`src/rtl/char_poly_faddeev_leverrier_top_macros.svh`:
```
// Assertion macros for the characteristic polynomial block.
`ifndef CHAR_POLY_FADDEEV_LEVERRIER_TOP_MACROS_SVH
`define CHAR_POLY_FADDEEV_LEVERRIER_TOP_MACROS_SVH
`ifndef SYNTHESIS
`define CPFL_ASSERT(label, clk, rst, prop, msg) \
   label: assert property (@(posedge clk) disable iff (rst) (prop)) else $error(msg);
`define CPFL_ASSERT_NORST(label, clk, prop, msg) \
   label: assert property (@(posedge clk) (prop)) else $error(msg);
`else
`define CPFL_ASSERT(label, clk, rst, prop, msg)
`define CPFL_ASSERT_NORST(label, clk, prop, msg)
`endif
`endif

```
`src/rtl/cpfl_ram.sv`:
```
// Generic single-port-write, registered-read RAM.
`timescale 1ns / 1ps
module cpfl_ram #(
   parameter int WIDTH = 48,
   parameter int DEPTH = 64
) (
   input  logic                     clock,
   input  logic                     wr_en,
   input  logic [$clog2(DEPTH)-1:0] wr_addr,
   input  logic [WIDTH-1:0]         wr_data,
   input  logic [$clog2(DEPTH)-1:0] rd_addr,
   output logic [WIDTH-1:0]         rd_data
);
   logic [WIDTH-1:0] mem [DEPTH];

   // Write port and registered read port.
   always_ff @(posedge clock) begin
      if (wr_en) mem[wr_addr] <= wr_data;
      rd_data <= mem[rd_addr];
   end
endmodule

```
`config.mk`:
```
export PLATFORM = sky130hd
export DESIGN_NAME = cpfl_ram
export DESIGN_NICKNAME = d
export VERILOG_FILES = /design/src/rtl/char_poly_faddeev_leverrier_top_macros.svh /design/src/rtl/cpfl_ram.sv
export SDC_FILE = /design/constraint.sdc
export NUM_CORES = 2
export LEC_CHECK = 0
export ABC_CLOCK_PERIOD_IN_PS = 6000
export BUFFER_PORTS_ARGS = -buffer_cell sky130_fd_sc_hd__buf_2
export CORE_MARGIN = 10
export CORE_UTILIZATION = 52
export CTS_CLUSTER_DIAMETER = 30
export DETAILED_ROUTE_END_ITERATION = 10
export PLACE_DENSITY = 0.66
export SLEW_MARGIN = 20
export SYNTH_ARGS = -nofsm -noshare
export SYNTH_HDL_FRONTEND = slang
export SYNTH_SLANG_ARGS = --single-unit
```
`constraint.sdc`:
```
create_clock -name clock -period 6 [get_ports clock]
set_clock_uncertainty 0.05 [all_clocks]
set_input_delay 1.2 -clock clock [delete_from_list [all_inputs] [get_ports clock]]
set_output_delay 1.2 -clock clock [all_outputs]
set_load 0.03 [all_outputs]
```
==> impl_metrics.env <==
export IMPL_status="finished, final reports clean"
export IMPL_syn_num_nets=5032
export IMPL_synth_cell_types=36
export IMPL_rsz0062_at_grt="no"
export IMPL_relSlewSlack_pct=19.6
export IMPL_post_synth_mux_area_share_pct=15.2
export IMPL_syn_cell_area_sq_um=117000
export IMPL_vdd_ir_drop_max_mv=0.381
export IMPL_synth_async_sr_flop_share_pct=0
export IMPL_first_iter_violations=7448
export IMPL_core_area_sq_um=224000
export IMPL_place_area_sq_um=123000
export IMPL_clkSinkCount=3120
export IMPL_r2r_end="rd_data[34]"
export IMPL_crit_start="rd_addr[1]"
export IMPL_critPathLaunchType="input pin"
export IMPL_final_layout_size_suffix_gt1_share_pct=33.4
export IMPL_num_vias=58650
export IMPL_grt_first_pass_wirelength_mm=449
export IMPL_cp_arrival_ns=4.17
export IMPL_clock_root_buffer="clkbuf_16"
export IMPL_cts_clk_slew_worst_paths_ns=0.05
export IMPL_reg2regPathDepth=4
export IMPL_start_util_pct=52.2
export IMPL_crit_fanout=67
export IMPL_maxSlewViolCount=0
export IMPL_synth_xor_area_share_pct=0
export IMPL_drc_errors=0
export IMPL_netlist_top_cells_count="3072 x edfxtp_1, 754 x mux4_2, 132 x nor2_1, 122 x o22ai_1"
export IMPL_synth_warnings=0
export IMPL_rrSetupSlack_ns=3.55
export IMPL_design_area_sq_um=141000
export IMPL_power_density_nw_per_um2=404
export IMPL_netlist_instances=4970
export IMPL_hp_start="wr_data[22]"
export IMPL_setup_worst_path_end_class="flop"
export IMPL_io_pins=110
export IMPL_cts_buffers=552
export IMPL_synth_largest_area_cell="edfxtp_1"
export IMPL_dieArea_sq_um=245000
export IMPL_tightest_slew_ns=1.21
export IMPL_setup_tns_ns=0
export IMPL_power_static_leakage_nw=45.2
export IMPL_dpl_hpwl_mm=170
export IMPL_cts_hold_buffers=0
export IMPL_period_minus_slack_ns=3.44
export IMPL_num_fill_cells=14656
export IMPL_fmax_ghz=0.290
export IMPL_drt_pass1_iter_count=6
export IMPL_die_x_um=495
export IMPL_grt_pass1_vias=60038
export IMPL_synth_area_per_cell_sq_um=23.6
export IMPL_drtAntennaViolNets=0
export IMPL_synth_fa_ha_area_share_pct=0
export IMPL_cts_resized=0
export IMPL_hold_violations=0
export IMPL_reg2reg_from="mem[11][34]"
export IMPL_seq_area_sq_um=93200
export IMPL_synth_simple_gate_area_share_pct=0.957
export IMPL_synth_top_area_share_pct=78.8
export IMPL_multiInputGateArea_sq_um=22900
export IMPL_setup_viol=0
export IMPL_place_congestion=0.797
export IMPL_synth_compound_gate_area_share_pct=3.02
export IMPL_synth_edff_count=3072
export IMPL_hold_path_class="in2reg"
export IMPL_grtUsageTotal_pct=25.7
export IMPL_postCtsSetupRepairBufs=0
export IMPL_portBuffers=109
export IMPL_viasPerCell=6.53
export IMPL_overflow=0
export IMPL_grt_max_degree=86
export IMPL_synth_top_family_by_area="multiplexers"
export IMPL_fp_row_count=174
export IMPL_synthFlopType="edfxtp_1"
export IMPL_maxCapViolations=0
export IMPL_cts_buffer_depth=4
export IMPL_antenna_found_initial=31
export IMPL_chipHeight_um=495
export IMPL_wl_mm=315
export IMPL_finalCritPeriodShare_pct=57.4
export IMPL_crit_required_ns=6.72
export IMPL_area_growth_pct=20.4
export IMPL_final_nets=5619
export IMPL_crit_end="rd_data[30]"
export IMPL_clock_latency_ns=0.96
export IMPL_synth_area_leaders="edfxtp_1 79%, mux4_2 14%, dfxtp_1 0.82%, o22ai_1 0.65%, a221oi_1 0.62%"
export IMPL_synthMostInstantiatedCell="edfxtp_1"
export IMPL_path_class="in2reg"
export IMPL_h_tree_depth=6
export IMPL_ys_seq_area_share_pct=79.6
export IMPL_cts_tree="done"
export IMPL_ys_ff_latch=3120
export IMPL_routedWlPerCell_um=35.1
==> sequential cells by signal (all words and copies together), names as in the netlist <==
signal   cells
mem       3072
rd_data     48
==> worst min-delay path by stage <==
stage               cells after the start           to
global route                            1  mem[16][31]
finish                                  1  mem[22][22]
floorplan                               4  rd_data[13]
detailed placement                      4  rd_data[24]
global placement                        4  rd_data[20]
CTS                                     4  rd_data[24]
==> critical path: stages <==
cell,delay (ns)
buf_8,0.47
nand2_1,0.76
buf_4,0.49
o22ai_1,0.27
nor2_1,0.16
a21oi_1,0.60
nor2_1,0.10
==> cell usage in the layout, fill, tap and decap left out, types with 57 or more instances in the layout <==
cell	n
edfxtp_1	3072
mux4_2	754
clkbuf_16	566
buf_4	182
o22ai_1	122
clkinv_2	85
a221oi_1	83
clkbuf_1	78
a21oi_1	74
a22oi_1	72
buf_2	71
nor2_1	68
bufinv_16	66
nor2_4	64
clkinv_1	64
mux2i_1	63
a22o_1	57
==> metal layers <==
layer | track usage (%) | up-vias | part of all wire (%) | wire length (um)
met4 | 8.29 | 16 | 3.0 | 9500
met5 | 0 | - | 0.035 | 110
li1 | - | 22924 | - | -
met2 | 40.6 | 3611 | 49 | 153000
met3 | 6.39 | 584 | 11 | 34600
met1 | 35.6 | 31515 | 37 | 118000
==> stage by stage <==
stage / power, W / std cells / utilization, % / setup slack (ns) / hold slack [ns]
3_5_place_dp: 0.0269 / 7988 / 54.6 / 1.22 / 0.764
3_3_place_gp: 0.0269 / 7988 / 54.6 / 1.26 / 0.724
2_1_floorplan: 0.0259 / 4970 / - / 0.465 / 0.660
4_1_cts: 0.0573 / 8960 / 62.7 / 2.14 / 0.772
5_1_grt: 0.0585 / 8975 / 62.8 / 2.47 / 0.607
6_report: 0.0570 / 8983 / 62.8 / 2.56 / 0.619
==> final cells by class <==
class | count | area share, %
Antenna cell | 16 | 0.0284
Clock buffer | 653 | 10.3
Clock inverter | 319 | 2.51
Multi-Input combinational cell | 1568 | 16.3
Sequential cell | 3120 | 66.1
Tap cell | 2992 | 2.65
Timing Repair Buffer | 315 | 2.10
==> logic make-up (layout without fill, tap and decap cells) <==
| group | after synthesis | after routing |
|---|---|---|
| compound gates | 486 | 486 |
| simple gates | 253 | 253 |
| flops | 3120 | 3120 |
| mux | 829 | 829 |
| buf+inv | 282 | 1287 |
| other cells | 0 | 16 |
==> where the power goes <==
part	switching, W	total, W	internal (W)
sequential	0.000116	0.0243	0.0242
clock	0.0103	0.0304	0.0201
combinational	0.00143	0.00222	0.000783
total	0.0118	0.0570	0.0451
Note: power is estimated with default switching activity, not from simulation.
