===== src/rtl/char_poly_faddeev_leverrier_top_macros.svh =====
// Assertion macros for the characteristic polynomial block.
`ifndef CHAR_POLY_FADDEEV_LEVERRIER_TOP_MACROS_SVH
`define CHAR_POLY_FADDEEV_LEVERRIER_TOP_MACROS_SVH
`ifndef SYNTHESIS
`define CPFL_ASSERT(label, clk, rst, prop, msg) \
   label: assert property (@(posedge clk) disable iff (rst) (prop)) else $error(msg);
`define CPFL_ASSERT_NORST(label, clk, prop, msg) \
   label: assert property (@(posedge clk) (prop)) else $error(msg);
`else
`define CPFL_ASSERT(label, clk, rst, prop, msg)
`define CPFL_ASSERT_NORST(label, clk, prop, msg)
`endif
`endif


===== src/rtl/cpfl_pkg.sv =====
// Package with types, constants and arithmetic helpers for the polynomial block.
`timescale 1ns / 1ps
package cpfl_pkg;
   localparam int MAX_ORDER  = 8;
   localparam int DEPTH      = MAX_ORDER * MAX_ORDER;
   localparam int ADDR_W     = $clog2(DEPTH);
   localparam int IDX_W      = $clog2(MAX_ORDER);
   localparam int ORD_W      = 4;
   localparam int VAL_W      = 48;
   localparam int ELEM_W     = 32;
   localparam int RECIP_W    = 33;
   // Multiplier split: the wide operand is taken in two halves.
   localparam int HALF_W     = VAL_W / 2;
   localparam int NARROW_W   = RECIP_W + 1;
   localparam int PART_W     = HALF_W + 1 + NARROW_W;

   localparam logic signed [VAL_W-1:0] VMAX = {1'b0, {(VAL_W-1){1'b1}}};
   localparam logic signed [VAL_W-1:0] VMIN = {1'b1, {(VAL_W-1){1'b0}}};
   localparam logic signed [VAL_W-1:0] ONE_Q16 = VAL_W'(65536);

   typedef enum logic [3:0] {
      ST_LOAD, ST_INIT, ST_MAC_RD, ST_MAC, ST_MAC_HI, ST_MAC_WB, ST_TR_RD, ST_TR,
      ST_DIV, ST_DIV_HI, ST_DIV_WB, ST_UPD_RD, ST_UPD, ST_EMIT
   } state_type;

   // Saturation result: value and whether it clipped.
   typedef struct packed {
      logic signed [VAL_W-1:0] val;
      logic                    sat;
   } sat_type;

   // Reciprocal round(2^32/i) for i = 1..MAX_ORDER.
   function automatic logic [RECIP_W-1:0] recip(input logic [ORD_W-1:0] i);
      logic [RECIP_W-1:0] r;
      r = '0;
      for (int k = 1; k <= MAX_ORDER; k++)
         if (i == ORD_W'(k)) r = RECIP_W'(((64'd1 << 32) + 64'(k / 2)) / 64'(k));
      return r;
   endfunction

   // Saturating sum of two 48-bit values.
   function automatic sat_type sat_add(input logic signed [VAL_W-1:0] a,
                                       input logic signed [VAL_W-1:0] b);
      logic signed [VAL_W:0] s;
      sat_type o;
      s = {a[VAL_W-1], a} + {b[VAL_W-1], b};
      o.sat = s[VAL_W] != s[VAL_W-1];
      o.val = o.sat ? (s[VAL_W] ? VMIN : VMAX) : s[VAL_W-1:0];
      return o;
   endfunction

   // Round a signed product magnitude-wise by 2^-sh, ties away, saturate.
   function automatic sat_type round_sat(input logic signed [95:0] p, input logic neg32);
      logic        ng;
      logic [95:0] m;
      logic [95:0] r;
      sat_type     o;
      ng = p[95];
      m  = ng ? (96'd0 - 96'(p)) : 96'(p);
      r  = neg32 ? ((m + (96'd1 << 31)) >> 32) : ((m + (96'd1 << 15)) >> 16);
      if (ng) begin
         o.sat = r > (96'd1 << 47);
         o.val = o.sat ? VMIN : VAL_W'(96'd0 - r);
      end else begin
         o.sat = r > ((96'd1 << 47) - 96'd1);
         o.val = o.sat ? VMAX : VAL_W'(r);
      end
      return o;
   endfunction
endpackage


===== src/rtl/cpfl_mac.sv =====
// Multiply unit: split signed product over two halves, then rounding and saturation.
`timescale 1ns / 1ps
module cpfl_mac import cpfl_pkg::*; (
   input  logic                    clock,
   input  logic signed [VAL_W-1:0] op_a,
   input  logic signed [VAL_W-1:0] op_b,
   input  logic                    div_mode,
   input  logic                    high_half,
   output sat_type                 result
);
   logic signed [HALF_W:0]     half_a;
   logic signed [NARROW_W-1:0] narrow_b;
   logic signed [PART_W-1:0]   part;
   logic signed [PART_W-1:0]   lo_ff;
   logic signed [95:0]         prod_ff, prod_in;
   logic                       mode_ff;

   // One half of the wide operand times the narrow one. The low half goes first
   // and is held; the high half follows and is shifted and added to it.
   // The narrow operand fits in 34 signed bits in either mode.
   always_comb begin
      half_a   = high_half ? {op_a[VAL_W-1], op_a[VAL_W-1:HALF_W]}
                           : {1'b0, op_a[HALF_W-1:0]};
      narrow_b = op_b[NARROW_W-1:0];
      part     = half_a * narrow_b;
      prod_in  = (96'(part) <<< HALF_W) + 96'(lo_ff);
   end

   always_ff @(posedge clock) begin
      if (!high_half) lo_ff <= part;
      prod_ff <= prod_in;
      mode_ff <= div_mode;
   end

   // Rounding is combinational on the product register.
   always_comb result = round_sat(prod_ff, mode_ff);
endmodule


===== config.mk =====
export PLATFORM = sky130hd
export DESIGN_NAME = cpfl_mac
export DESIGN_NICKNAME = d
export VERILOG_FILES = /design/src/rtl/char_poly_faddeev_leverrier_top_macros.svh /design/src/rtl/cpfl_pkg.sv /design/src/rtl/cpfl_mac.sv
export SDC_FILE = /design/constraint.sdc
export NUM_CORES = 2
export LEC_CHECK = 0
export BUFFER_PORTS_ARGS = -buffer_cell sky130_fd_sc_hd__buf_2
export CORE_MARGIN = 3
export CORE_UTILIZATION = 54
export DETAILED_ROUTE_END_ITERATION = 8
export PLACE_DENSITY_LB_ADDON = 0.1
export SYNTH_ARGS = -nofsm -noshare
export SYNTH_HDL_FRONTEND = slang
export SYNTH_SLANG_ARGS = --single-unit

===== constraint.sdc =====
create_clock -name clock -period 32.5 [get_ports clock]
set_input_delay 1.625 -clock clock [delete_from_list [all_inputs] [get_ports clock]]
set_output_delay 1.625 -clock clock [all_outputs]
set_load 0.005 [all_outputs]

==> flow_summary_export.csv <==
group,metric,value,unit
outcome,run_status,"complete, no violations",
worst_setup_path,end_kind,"flip-flop",
final_layout,final_common_cell,"inv_1",
clock_network,cts_max_level,4,
logic_synthesis,synth_edf_count,59,
worst_setup_path,critPathMaxFanout,34,
sta,slew_headroom,23.8,%
logic_synthesis,ys.flop_type,"dfxtp_1",
grt,grt_pass1_wl,199000,microns
sta,fin_crit,12.91,ns
worst_setup_path,reg2reg_to,"prod_ff[77]",
floorplan,die_h,293,microns
drt,avgRoutedWirePerCell,20.2,microns
logic_synthesis,avgSynthCellArea,8.78,sq um
logic_synthesis,ys_seq_elements,144,
place,post-place-ws,19.27,ns
floorplan,placementRows,104,
clock_network,post_cts_resized,0,
hold_path,hold_class,"reg2reg",
drt,vias_per_cell,5.81,
sta,fmax,0.0775,GHz
floorplan,start_util,54.9,%
worst_setup_path,crit_type,"in2reg",
place,dpl.hpwl,96700,microns
drt,drtIter0Drc,2283,
final_layout,layout_common_cells,"inv_1, fa_1, nand2_1, and2_1, ha_1",
final_layout,syn2layout_area_growth,4.07,%
logic_synthesis,syn-num-nets,6252,
floorplan,io_pins,148,
clock_network,cts_hold_buffers,0,
worst_setup_path,cp_slowest_cell,"mux2_2",
sta,hold_viol_final,0,
grt,antenna_found_initial,2,
drt,drtAntennaViolNets,0,
sta,setup_viol,0,
floorplan,dieArea,0.0858,sq mm
worst_setup_path,r2r_slack,27.40,ns
clock_network,cts.reportedPaths.clkPinSlew,0.07,ns
clock_network,cts-root-buf,"clkbuf_16",
sta,worstMarginPinSlew,1.14,ns
clock_network,cts_made_buffers,17,
logic_synthesis,synthesis.area,0.0445,sq mm
worst_setup_path,crit_arrival,13.23,ns
hold_path,hold_depth,0,
grt,globalRouteOverflowTotal,0,
grt,grt_pass1_vias,36400,
hold_path,hold_start,"lo_ff[4]",
sta,skew,0.00960,ns
worst_setup_path,cpPeakStageDelay,1.00,ns
drt,vias,35200,
clock_network,clock_path_buffers,2,
logic_synthesis,syn_inst,5065,
worst_setup_path,r2r-start,"lo_ff[25]",
logic_synthesis,ys_types,112,
logic_synthesis,async_flop_share,0,%
hold_path,whs_endpoint,"prod_ff[4]",
place,port_buffers,133,
clock_network,tritoncts,"done",
logic_synthesis,seq_area_frac_synth,7.81,%
drt,totalWireLength,122000,microns
worst_setup_path,start_kind,"input pin",
drt,post-route-drc-count,0,
sta,grt_setup_unrepaired,"no",
grt,grt_use_total,29.1,%
worst_setup_path,r2r_cells,16,
sta,setup_tns,0,ns
sta,maxSlewViolCount,0,
grt,grt_max_degree,84,
clock_network,clock_latency,0.43,ns
sta,fin_ws,19.59,ns
job,drv_cap,0,
floorplan,die_w,293,microns
place,gp_congestion,0.955,
final_layout,nets,6177,
drt,drtPass1Iterations,6,
worst_setup_path,crit_top_cell,"a21oi_1",
sta,post-route-period-util,39.7,%
final_layout,drive_gt1_share,6.36,%
clock_network,cts_sinks,144,
clock_network,post-cts-setup-buffers,0,
worst_setup_path,required,32.83,ns
floorplan,coreArea,0.0811,sq mm
logic_synthesis,yosys_warnings,0,
[state kept, by name, summed over array words and instances (netlist names)]
| name | cells |
|---|---|
| lo_ff | 59 |
| mode_ff | 1 |
| prod_ff | 84 |
[stage by stage]
step	area, sq um	std cells	utilization (%)	hold WS (ns)
floorplan	44500	5065	-	0.323
global placement	45700	6031	56.3	0.324
detailed placement	45700	6031	56.3	0.327
CTS	46300	6063	57.1	0.332
global route	46300	6063	57.1	0.337
finish	46300	6066	57.1	0.332
[final cells by class]
class                      count  area, sq um
antenna                        3         7.51
clock buffer                  18          450
clock inverter                14          165
fill                        7476        34800
inverter                     904         3390
multi-input combinational   3765        36600
sequential                   144         3480
tap                         1060         1330
timing repair buffer         158          853
[worst max path at each step]
| stage | slack (ns) | startpoint | to | cells past startpoint |
|---|---|---|---|---|
| 6_report | 19.59 | high_half | prod_ff[82] | 44 |
| 5_1_grt | 18.70 | high_half | prod_ff[82] | 44 |
| 4_1_cts | 19.70 | high_half | prod_ff[82] | 44 |
| 3_5_place_dp | 19.27 | high_half | prod_ff[82] | 44 |
| 3_3_place_gp | 19.33 | high_half | prod_ff[83] | 37 |
| 2_1_floorplan | 20.93 | high_half | prod_ff[83] | 38 |
[cells by family after synthesis]
group	synth area share, %
and+or+nand+nor	21.2
buffers and inverters	9.93
adders and majority gates	45.2
AOI/OAI and AO/OA	9.86
xor gates and xnor gates	4.87
DFF	7.81
muxes	1.12
[cells in the mapped netlist (12+ instances only)]
master	number	area, sq um
ha_1	222	2780
o21bai_1	19	143
and3_1	36	225
mux2_2	28	315
and2_1	396	2480
mux2i_1	16	160
fa_1	866	17300
nand4_1	55	344
o41ai_1	13	114
a21o_1	58	435
nand2_1	578	2170
edfxtp_1	59	1770
xor2_1	82	718
nand2b_1	43	269
xnor2_1	158	1380
nor2_1	175	657
a21oi_1	149	746
nor4_1	42	263
or2_2	18	113
or3_1	40	250
clkbuf_1	206	773
nor3_1	89	445
a31oi_1	26	163
o21ai_0	107	536
o21a_1	21	158
dfxtp_1	85	1700
o31ai_1	24	180
inv_1	903	3390
a211oi_1	32	240
nor2b_1	62	388
and4_1	15	131
buf_2	31	155
nand3_1	91	455
o211ai_1	18	135
a311oi_1	27	236
nor4_2	12	150
or4_1	24	180
[routing by layer]
metal  track usage [%]  wire length, microns  vias up
met5                 0                     0        -
met4              6.78                  2640        0
met3              2.92                  6890      185
met2              49.5                 60000     1090
met1              40.6                 52900    18000
li1                  -                     -    16000
[worst max-delay path, delay by kind of cell]
kind / cells / cell delay, ns
AOI/OAI and AO/OA: 19 / 4.56
adders and majority gates: 9 / 4.06
muxes: 1 / 1.00
buffers and inverters: 6 / 0.88
and+or+nand+nor: 7 / 0.82
xor gates and xnor gates: 2 / 0.25
Power is not shown: default switching activity piles up to over one toggle a cycle in this logic, so the estimate is an artifact.
